## config.mk

```make
export PLATFORM = sky130hd
export DESIGN_NAME = rtp_header_and_extension_parser
export DESIGN_NICKNAME = d
export VERILOG_FILES = /design/src/hdl/rhp_pkg.sv /design/src/hdl/rtp_header_and_extension_parser.sv
export VERILOG_INCLUDE_DIRS = /design/src /design/src/hdl
export SDC_FILE = /design/constraint.sdc
export NUM_CORES = 1
export LEC_CHECK = 0
export BUFFER_PORTS_ARGS = -buffer_cell sky130_fd_sc_hd__buf_2
export CAP_MARGIN = 10
export CORE_ASPECT_RATIO = 0.9
export CORE_MARGIN = 10
export CORE_UTILIZATION = 41
export DETAILED_ROUTE_END_ITERATION = 6
export GPL_TIMING_DRIVEN = 0
export SLEW_MARGIN = 20
export SYNTH_ARGS = -nofsm -noshare
export SYNTH_HDL_FRONTEND = slang
export SYNTH_SLANG_ARGS = --single-unit
```

## constraint.sdc

```tcl
create_clock -name clk -period 19.2 [get_ports clk]
set_clock_uncertainty 0.2 [all_clocks]
set_input_delay 0 -clock clk [delete_from_list [all_inputs] [get_ports clk]]
set_output_delay 0 -clock clk [all_outputs]
set_load 0.05 [all_outputs]
```

## src/hdl/rtp_header_and_extension_parser_macros.svh

```systemverilog
// Assertion macros for the RTP header parser.
// Expect clk and arst_n in the scope of each use.
`ifndef RTP_HEADER_AND_EXTENSION_PARSER_MACROS_SVH
`define RTP_HEADER_AND_EXTENSION_PARSER_MACROS_SVH
// same-cycle implication
`define RHP_ASSERT_NOW(lbl, ante, cons, msg) \
	lbl: assert property (@(posedge clk) disable iff (!arst_n) (ante) |-> (cons)) \
		else $error(msg);
// next-cycle implication
`define RHP_ASSERT_NEXT(lbl, ante, cons, msg) \
	lbl: assert property (@(posedge clk) disable iff (!arst_n) (ante) |=> (cons)) \
		else $error(msg);
`endif

```

## src/hdl/rhp_pkg.sv

```systemverilog
// Types and constants of the RTP header parser.
// No dependencies.
`default_nettype none
package rhp_pkg;
	localparam int unsigned MaxBytes = 2048;
	localparam logic [11:0] MAX_BYTES = 12'(MaxBytes);

	localparam logic [1:0] PH_IDLE   = 2'd0;
	localparam logic [1:0] PH_ONE_ID = 2'd1;
	localparam logic [1:0] PH_TWO_ID = 2'd2;
	localparam logic [1:0] PH_TWO_LEN = 2'd3;

	localparam logic [2:0] ST_OK          = 3'd0;
	localparam logic [2:0] ST_TOO_LARGE   = 3'd1;
	localparam logic [2:0] ST_TOO_SHORT   = 3'd2;
	localparam logic [2:0] ST_NO_PAYLOAD  = 3'd3;
	localparam logic [2:0] ST_PAD_ERROR   = 3'd4;
	localparam logic [2:0] ST_BAD_PROFILE = 3'd5;
	localparam logic [2:0] ST_OVERRUN     = 3'd6;

	localparam logic [15:0] PROF_ONE_BYTE = 16'hBEDE;
	localparam logic [15:0] PROF_TWO_MASK = 16'hFFF0;
	localparam logic [15:0] PROF_TWO_BYTE = 16'h1000;
	localparam logic [3:0]  ID_STOP       = 4'hF;

	typedef struct packed {
		logic [7:0] data_byte;
		logic       end_of_packet;
	} byte_req_t;

	typedef struct packed {
		logic        result_kind;
		logic [2:0]  status;
		logic [7:0]  element_id;
		logic [10:0] byte_offset;
		logic [11:0] byte_length;
		logic [7:0]  pad_length;
		logic        marker;
		logic [6:0]  payload_type;
		logic [15:0] sequence_res;
		logic [31:0] timestamp;
		logic [31:0] ssrc;
		logic        last_result;
	} result_req_t;
endpackage
`default_nettype wire

```

## src/hdl/rtp_header_and_extension_parser.sv

```systemverilog
// Bytes pass the input register, then the result queue; one per cycle while the queue has room.
// A byte closing a packet with an element gives two results; a 4-entry result queue absorbs them.
// The input register advances only when the queue has room for two results.
// Reset (arst_n low, asynchronous) clears the queue, the input stage and all packet state.
// End of packet clears packet state; the next byte starts a new packet.
`default_nettype none
`include "rtp_header_and_extension_parser_macros.svh"
module rtp_header_and_extension_parser (
	input  wire logic                 clk,
	input  wire logic                 arst_n,
	input  wire logic                 byte_valid,
	output logic                      byte_stall,
	input  wire rhp_pkg::byte_req_t   byte_req,
	output logic                      result_valid,
	input  wire logic                 result_stall,
	output rhp_pkg::result_req_t      result_req
);
	import rhp_pkg::*;

	logic        valid_s1;
	byte_req_t   req_s1;
	logic        advance;

	logic [11:0] count_q, count_n;
	logic [31:0] hb_q [3];
	logic [31:0] hb_n [3];
	logic [6:0]  hend_q, hend_n;
	logic [31:0] eh_q, eh_n;
	logic [18:0] eend_q, eend_n;
	logic [1:0]  phase_q, phase_n;
	logic [8:0]  skip_q, skip_n;
	logic        stop_q, stop_n;
	logic [2:0]  err_q, err_n;
	logic [7:0]  held_q, held_n;

	result_req_t fifo_q [4];
	logic [1:0]  head_q, tail_q;
	logic [2:0]  fcnt_q;
	logic        pop;

	result_req_t el_res, sum_res;
	logic        el_push;

	logic [7:0]  b;
	logic [11:0] pos;
	logic [18:0] pos1;
	logic [4:0]  l1;
	logic [1:0]  eidx;
	logic [15:0] prof;
	logic [2:0]  st;
	logic [18:0] p;
	logic [11:0] plen;
	logic [7:0]  pad;

	assign advance      = valid_s1 && (fcnt_q <= 3'd2);
	assign byte_stall   = valid_s1 && !advance;
	assign result_valid = (fcnt_q != 3'd0);
	assign result_req   = fifo_q[head_q];
	assign pop          = result_valid && !result_stall;

	always_ff @(posedge clk or negedge arst_n) begin
		if (!arst_n) begin
			valid_s1 <= 1'b0;
		end else if (!byte_stall) begin
			valid_s1 <= byte_valid;
		end
	end

	always_ff @(posedge clk) begin
		if (!byte_stall && byte_valid) begin
			req_s1 <= byte_req;
		end
	end

	always_comb begin
		b       = req_s1.data_byte;
		pos     = count_q;
		pos1    = {7'd0, pos} + 19'd1;
		l1      = {1'b0, b[3:0]} + 5'd1;
		count_n = count_q;
		hb_n    = hb_q;
		hend_n  = hend_q;
		eh_n    = eh_q;
		eend_n  = eend_q;
		phase_n = phase_q;
		skip_n  = skip_q;
		stop_n  = stop_q;
		err_n   = err_q;
		held_n  = held_q;
		el_push = 1'b0;
		el_res  = '0;
		eidx    = 2'd0;
		prof    = 16'd0;

		// extension element walk
		if (phase_q != PH_IDLE && !stop_q && {7'd0, pos} < eend_q && pos < MAX_BYTES) begin
			if (skip_q != 9'd0) begin
				skip_n = skip_q - 9'd1;
			end else if (phase_q == PH_ONE_ID) begin
				if (b[7:4] == ID_STOP) begin
					stop_n = 1'b1;
				end else if (b[7:4] != 4'd0) begin
					if (pos1 + {14'd0, l1} > eend_q) begin
						if (err_q == ST_OK) err_n = ST_OVERRUN;
						stop_n = 1'b1;
					end else begin
						el_push            = 1'b1;
						el_res.element_id  = {4'd0, b[7:4]};
						el_res.byte_offset = pos1[10:0];
						el_res.byte_length = {7'd0, l1};
						skip_n             = {4'd0, l1};
					end
				end
			end else if (phase_q == PH_TWO_ID) begin
				if (b != 8'd0 && pos1 < eend_q) begin
					held_n  = b;
					phase_n = PH_TWO_LEN;
				end
			end else begin
				phase_n = PH_TWO_ID;
				if (pos1 + {11'd0, b} > eend_q) begin
					if (err_q == ST_OK) err_n = ST_OVERRUN;
					stop_n = 1'b1;
				end else begin
					el_push            = 1'b1;
					el_res.element_id  = held_q;
					el_res.byte_offset = pos1[10:0];
					el_res.byte_length = {4'd0, b};
					skip_n             = {1'b0, b};
				end
			end
		end

		// fixed header capture
		if (pos < 12'd12) begin
			case (pos[1:0])
				2'd0: hb_n[pos[3:2]][31:24] = b;
				2'd1: hb_n[pos[3:2]][23:16] = b;
				2'd2: hb_n[pos[3:2]][15:8]  = b;
				default: hb_n[pos[3:2]][7:0] = b;
			endcase
			if (pos == 12'd0) hend_n = 7'd12 + {1'b0, b[3:0], 2'b00};
		end

		// extension header capture
		if (hb_q[0][28] && pos >= 12'd12 && pos >= {5'd0, hend_q}
				&& pos < {5'd0, hend_q} + 12'd4) begin
			eidx = pos[1:0] - hend_q[1:0];
			case (eidx)
				2'd0: eh_n[31:24] = b;
				2'd1: eh_n[23:16] = b;
				2'd2: eh_n[15:8]  = b;
				default: eh_n[7:0] = b;
			endcase
			if (eidx == 2'd3) begin
				prof   = eh_n[31:16];
				eend_n = {12'd0, hend_q} + 19'd4 + {1'b0, eh_n[15:0], 2'b00};
				if (prof == PROF_ONE_BYTE) begin
					phase_n = PH_ONE_ID;
				end else if ((prof & PROF_TWO_MASK) == PROF_TWO_BYTE) begin
					phase_n = PH_TWO_ID;
				end else if (err_n == ST_OK) begin
					err_n = ST_BAD_PROFILE;
				end
			end
		end

		if (count_q <= MAX_BYTES) count_n = count_q + 12'd1;

		// end-of-packet summary
		st   = ST_OK;
		p    = {12'd0, hend_n};
		plen = 12'd0;
		pad  = 8'd0;
		if (count_n > MAX_BYTES) begin
			st = ST_TOO_LARGE;
		end else if (count_n < 12'd12) begin
			st = ST_TOO_SHORT;
		end else begin
			if (hb_n[0][28]) begin
				if ({7'd0, count_n} < {12'd0, hend_n} + 19'd4) begin
					st = ST_TOO_SHORT;
				end else begin
					p = eend_n;
					if ({7'd0, count_n} < p) st = ST_TOO_SHORT;
				end
			end
			if (st == ST_OK && {7'd0, count_n} <= p) st = ST_NO_PAYLOAD;
			if (st == ST_OK) begin
				plen = count_n - p[11:0];
				if (hb_n[0][29]) begin
					pad = b;
					if (pad != 8'd0) begin
						if (plen <= {4'd0, pad}) begin
							st   = ST_PAD_ERROR;
							plen = 12'd0;
						end else begin
							plen = plen - {4'd0, pad};
						end
					end
				end
			end
			if (st == ST_OK) st = err_n;
		end
		if (st == ST_TOO_LARGE || st == ST_TOO_SHORT || st == ST_NO_PAYLOAD) begin
			p    = 19'd0;
			plen = 12'd0;
			pad  = 8'd0;
		end
		sum_res              = '0;
		sum_res.result_kind  = 1'b1;
		sum_res.status       = st;
		sum_res.byte_offset  = p[10:0];
		sum_res.byte_length  = plen;
		sum_res.pad_length   = pad;
		sum_res.marker       = hb_n[0][23];
		sum_res.payload_type = hb_n[0][22:16];
		sum_res.sequence_res = hb_n[0][15:0];
		sum_res.timestamp    = hb_n[1];
		sum_res.ssrc         = hb_n[2];
		sum_res.last_result  = 1'b1;
		el_res.last_result   = !req_s1.end_of_packet;
	end

	always_ff @(posedge clk or negedge arst_n) begin
		if (!arst_n) begin
			count_q <= '0;
			hb_q    <= '{default: '0};
			hend_q  <= '0;
			eh_q    <= '0;
			eend_q  <= '0;
			phase_q <= PH_IDLE;
			skip_q  <= '0;
			stop_q  <= 1'b0;
			err_q   <= ST_OK;
			held_q  <= '0;
		end else if (advance) begin
			if (req_s1.end_of_packet) begin
				count_q <= '0;
				hb_q    <= '{default: '0};
				hend_q  <= '0;
				eh_q    <= '0;
				eend_q  <= '0;
				phase_q <= PH_IDLE;
				skip_q  <= '0;
				stop_q  <= 1'b0;
				err_q   <= ST_OK;
				held_q  <= '0;
			end else begin
				count_q <= count_n;
				hb_q    <= hb_n;
				hend_q  <= hend_n;
				eh_q    <= eh_n;
				eend_q  <= eend_n;
				phase_q <= phase_n;
				skip_q  <= skip_n;
				stop_q  <= stop_n;
				err_q   <= err_n;
				held_q  <= held_n;
			end
		end
	end

	// result queue
	always_ff @(posedge clk) begin
		if (advance) begin
			if (el_push) begin
				fifo_q[tail_q] <= el_res;
				if (req_s1.end_of_packet) fifo_q[tail_q + 2'd1] <= sum_res;
			end else if (req_s1.end_of_packet) begin
				fifo_q[tail_q] <= sum_res;
			end
		end
	end

	always_ff @(posedge clk or negedge arst_n) begin
		if (!arst_n) begin
			head_q <= '0;
			tail_q <= '0;
			fcnt_q <= '0;
		end else begin
			if (pop) head_q <= head_q + 2'd1;
			if (advance) begin
				tail_q <= tail_q + {1'b0, el_push} + {1'b0, req_s1.end_of_packet};
			end
			fcnt_q <= fcnt_q
				+ (advance ? ({2'd0, el_push} + {2'd0, req_s1.end_of_packet}) : 3'd0)
				- {2'd0, pop};
		end
	end

	`RHP_ASSERT_NOW(a_queue_bound, 1'b1, fcnt_q <= 3'd4, "result queue overflow")
	`RHP_ASSERT_NOW(a_summary_last, result_valid && result_req.result_kind,
		result_req.last_result, "summary not marked last")
	`RHP_ASSERT_NOW(a_element_id, result_valid && !result_req.result_kind,
		result_req.element_id != 8'd0, "element with zero id")
	`RHP_ASSERT_NEXT(a_eop_clears, advance && req_s1.end_of_packet,
		count_q == 12'd0 && phase_q == PH_IDLE, "packet state not cleared")
endmodule
`default_nettype wire

```

# After elaboration in Yosys (flattened, before gate mapping)

Memories as Yosys holds them, arrays and structs flattened.
Cells that the tools add are included.

Word-level logic and storage cells: 276
Register bits after elaboration: 206
RAM bits: 528
Memories: 1
Output and inout bits: 134

Equality and inequality tests: 23
Magnitude comparators: 19
Reductions and logical operators: 45
Muxes and demuxes: 146
Bitwise logic cells: 2
$add $sub $neg: 21

Memories:

| name   | depth | bits a word | read ports | clocked after memory_dff | wr ports | RTL line                              | source |
|---|---|---|---|---|---|---|---|
| fifo_q | 4     | 132         | 1          | 0                        | 2        | rtp_header_and_extension_parser.sv:36 | `result_req_t fifo_q [4];` |

Operators by type and width:

| cell                                                        | count |
|---|---|
| bitwise mux 96 bit                                          | 4 |
| one-hot mux 96 bit (3 select lines)                         | 1 |
| demux 32 bit (select 2 bit)                                 | 4 |
| 2-to-1 mux 96 bit                                           | 2 |
| 2-to-1 mux 8 bit                                            | 20 |
| 2-to-1 mux 31 bit                                           | 5 |
| 2-to-1 mux 19 bit                                           | 7 |
| 2-to-1 mux 132 bit                                          | 1 |
| 2-to-1 mux 12 bit                                           | 9 |
| 2-to-1 mux 32 bit                                           | 3 |
| 2-to-1 mux 3 bit                                            | 29 |
| 2-to-1 mux 27 bit                                           | 3 |
| 2-to-1 mux 9 bit                                            | 9 |
| greater-than comparator 14 x 19 -> 1 bit                    | 2 |
| less-than comparator 12 x 19 -> 1 bit                       | 2 |
| 2-to-1 mux 11 bit                                           | 3 |
| 2-to-1 mux 2 bit                                            | 14 |
| 2-to-1 mux 1 bit                                            | 27 |
| adder 7 x 3 -> 8 bit, second input constant                 | 3 |
| less-than comparator 12 x 4 -> 1 bit, second input constant | 2 |
| less-than comparator 12 x 8 -> 1 bit                        | 2 |
| 2-to-1 mux 24 bit                                           | 1 |
| 2-to-1 mux 7 bit                                            | 3 |
| adder 8 x 18 -> 19 bit                                      | 1 |
| other kinds (56)                                            | 99 |

# Longest topological paths before layout

Word-level depth: 34
Mapped depth: 41

# Worst setup path before layout

Ideal clock, no wire load.

Path type: reg2reg
Start: register count_q[1]
End: memory fifo_q[2][100] (netlist name), enable pin
Period minus slack after synthesis: 8.815 ns
Buffers on the path: 4
Setup slack: 10.385 ns
Arrival: 7.545 ns
Stages on the path, launching flop included: 25
Data required time: 17.930 ns
Cells stage by stage: dfrtp_1 -> ha_1 -> clkbuf_1 -> buf_1 -> nand3_1 -> xnor2_1 -> ha_1 -> a21oi_1 -> nor4_1 -> nand2_1 -> xnor2_1 -> ha_1 -> nand4_1 -> or4_1 -> o2111ai_1 -> nand2_1 -> nor3_1 -> o21a_1 -> inv_1 -> ha_1 -> o21ai_1 -> nand2b_1 -> clkbuf_1 -> clkbuf_1 -> nand2_1

RTL lines:

| element                  | RTL line                               | source |
|---|---|---|
| start: declaration       | rtp_header_and_extension_parser.sv:24  | `logic [11:0] count_q, count_n;` |
| start signal: assignment | rtp_header_and_extension_parser.sv:250 | `count_q <= count_n;` |
| end: declaration         | rtp_header_and_extension_parser.sv:36  |  |

==> run metrics <==
crit-path max FO 11; final weighted congestion in routability-driven placement 0.968; PwrDens about 160 mW/mm^2; main area contributors after synthesis edfxtp_1 (39%), dfrtp_1 (13%), mux4_2 (7.8%), nor2_1 (5.5%), ha_1 (4.7%); first-pass GRT wire length between 150 and 200 mm; initial cell density of the core 0.415; Final ANT Viol Nets 0; Die Footprint about 0.11 mm^2; RSZ-0062 raised after global routing no; worst r2r src b[0]$_DFFE_PP_; Synth top area share 0.393; HP Start result_stall; critical path arrival 12.01 ns; via count between 20,000 and 30,000; synth warn 0; M1 wire length ~54 mm; run status complete, no violations; metal2 WL about 57 mm; Setup TNS 0 ns; Die Y 309 um; met3 WL between 10 and 15 mm; port bufs around 150; endpoints failing hold 0; total core area between 0.09 and 0.1 mm^2; Max Slew Vio Count 0; Final Power about 7.0 mW; CP required about 19 ns; Crit path top cell by count ha_1; final setup violating endpoints 0; Cell Area, Placed just over 0.04 mm^2; TritonCTS clock tree done; drt via density 5.93; largest net degree at the start of global routing 80; commonest cells after routing, fill and taps aside nor2_1 (556), edfxtp_1 (497), nand2_1 (299); DR top layer met5; initial DRC count roughly 3,500; Hold Crit Class in -> reg; commonest non-fill, non-tap cell in the layout nor2_1; clock latency on the worst-skew pair approximately 0.66 ns; HPWL after DPL between 80 and 90 mm; clk slew on worst S/H paths roughly 0.06 ns; area grow syn2layout 14.3%; n_diodes 0; syn_area_per_cell about 11 um^2; Post-synth EDFFs about 500; Leak Pwr 15.5 nW; post-synthesis cell count roughly 3,400; Post-CTS Resized 0; aggregate routed wire length between 100 and 150 mm; Finished Layout Cells roughly 5,000; Main synth FF type edfxtp_1; TritonRoute pass-1 iters 6; part of the cycle the worst path needs 0.613; R2R Setup Slk 7.44 ns; crit start category flip-flop; die width 341 um; row count roughly 110; Crit-path slowest cell edfxtp_1; Post-CTS Setup Inserts 0; Congestion Overflow GR 0; dominant cell type by area after synthesis edfxtp_1; fin crit period between 10 and 15 ns; mapped cell area about 0.038 mm^2; post-synthesis cell type count 83; vias in the first global route about 28,000; Max-Cap Viols 0; CP Launch Point b[0]$_DFFE_PP_; clock sink total about 730; root buffer cell clkbuf_16; share of cells above drive strength 1 0.130; Hold WS between 0.1 and 0.15 ns; placed cell count roughly 4,800; Num CTS Buffers 80; nets 3,860; # fillers approximately 8,500; Slowest Stage Delay on Critical Path around 0.9 ns; CP Class reg -> reg; average wire per standard cell around 25 um; headroom to the max-slew limit 0.144; htree depth 3; IR drop worst, VDD between 90 and 100 uV; GRT Total Usage 0.234; CTS Hold Bufs 24; Bufs on Longest Clock Path 3; crit end category flip-flop; # IOs 147; initial antenna violation count 2; DRC 0; Slew @ Worst Pin 1.28 ns; Yosys reg bits 728; Seq/Total Area, Yosys 0.541; ys async rst share 0.262; Final Instance Area 0.0433 mm^2; fmax 0.0850 GHz
## worst max-delay path, delay by kind of cell (launching register included)
kind / cells / cell delay [ns]
xor gates and xnor gates: 2 / 0.46
DFF: 1 / 0.88
and+or+nand+nor: 8 / 1.90
AOI/OAI and AO/OA: 10 / 2.91
adders and majority gates: 6 / 2.31
buffers and inverters: 7 / 2.76
muxes: 1 / 0.14
## report_power, final
part	internal, mW	switching (mW)	leakage [nW]
logic	1.02	2.53	6.74
registers	1.87	0.0822	7.53
clock network	0.849	0.651	1.24
total	3.73	3.26	15.5
## final timing paths
kind	cells past startpoint	to
max reg2reg	34	fifo_q[0][107]$_DFFE_PP_
min	4	head_q[0]$_DFFE_PN0P_
max in group asynchronous	4	hb_q[14]$_DFFE_PN0P_
min reg2reg	2	fifo_q[3][120]$_SDFFE_PP0P_
max	34	fifo_q[0][107]$_DFFE_PP_
min in group asynchronous	4	eh_q[20]$_DFFE_PN0P_
## flip-flops by register name (all words and copies together), names as in the netlist, 7 cells and up
register / count
eend_q: 19
eh_q: 32
hb_q: 90
skip_q: 9
b: 8
fifo_q: 528
held_q: 8
count_q: 12
hend_q: 7
## metrics by stage
stage | utilization | setup slack, ns
after floorplan | - | 10.38
after global routing | 0.474 | 7.14
final | 0.474 | 7.44
after CTS | 0.474 | 7.91
after global placement | 0.440 | 4.61
after detailed placement | 0.444 | 7.96
## routing by layer
layer,up-vias,track usage
met5,-,0
met4,2,0.0673
met3,211,0.0470
met2,1352,0.361
met1,14800,0.331
li1,13300,-
## cell type report
| class | count | area [um^2] | area share |
|---|---|---|---|
| Clock buffer | 113 | 2250 | 0.0519 |
| Multi-Input combinational cell | 2376 | 16200 | 0.373 |
| Buffer | 234 | 942 | 0.0217 |
| Inverter | 96 | 360 | 0.00831 |
| Timing Repair Buffer | 182 | 1290 | 0.0297 |
| Clock inverter | 35 | 278 | 0.00641 |
| Tap cell | 1230 | 1540 | 0.0355 |
| Sequential cell | 728 | 20500 | 0.473 |
## logic make-up after synthesis
logic type	after synthesis	share of synthesized area
fa+ha+maj	149	0.0507
compound gates	716	0.117
mux	167	0.0881
simple gates	1255	0.150
other cells	1	0.0000989
buf+inv	330	0.0339
xor+xnor	87	0.0201
flops	728	0.541
## synth_stat cells (9+ instances only)
library cell and count:
a211oi_1 14, a21boi_0 9, a21o_1 19, a21oi_1 103, a22o_1 35, a22oi_1 34
a31oi_1 16, and2_1 12, and3_1 17, buf_1 26, buf_2 21, clkbuf_1 183
dfrtp_1 191, dfxtp_1 40, edfxtp_1 497, ha_1 141, inv_1 92, mux2_2 14
mux2i_1 21, mux4_2 132, nand2_1 303, nand2b_1 26, nand3_1 97, nand4_1 50
nor2_1 556, nor2b_1 21, nor3_1 66, nor4_1 33, o2111ai_1 9, o211ai_1 10
o21ai_0 280, o22ai_1 93, o31ai_1 11, o41ai_1 21, or3_1 10, or4_1 16
xnor2_1 58, xor2_1 29
(Power assumes the default switching activity.)
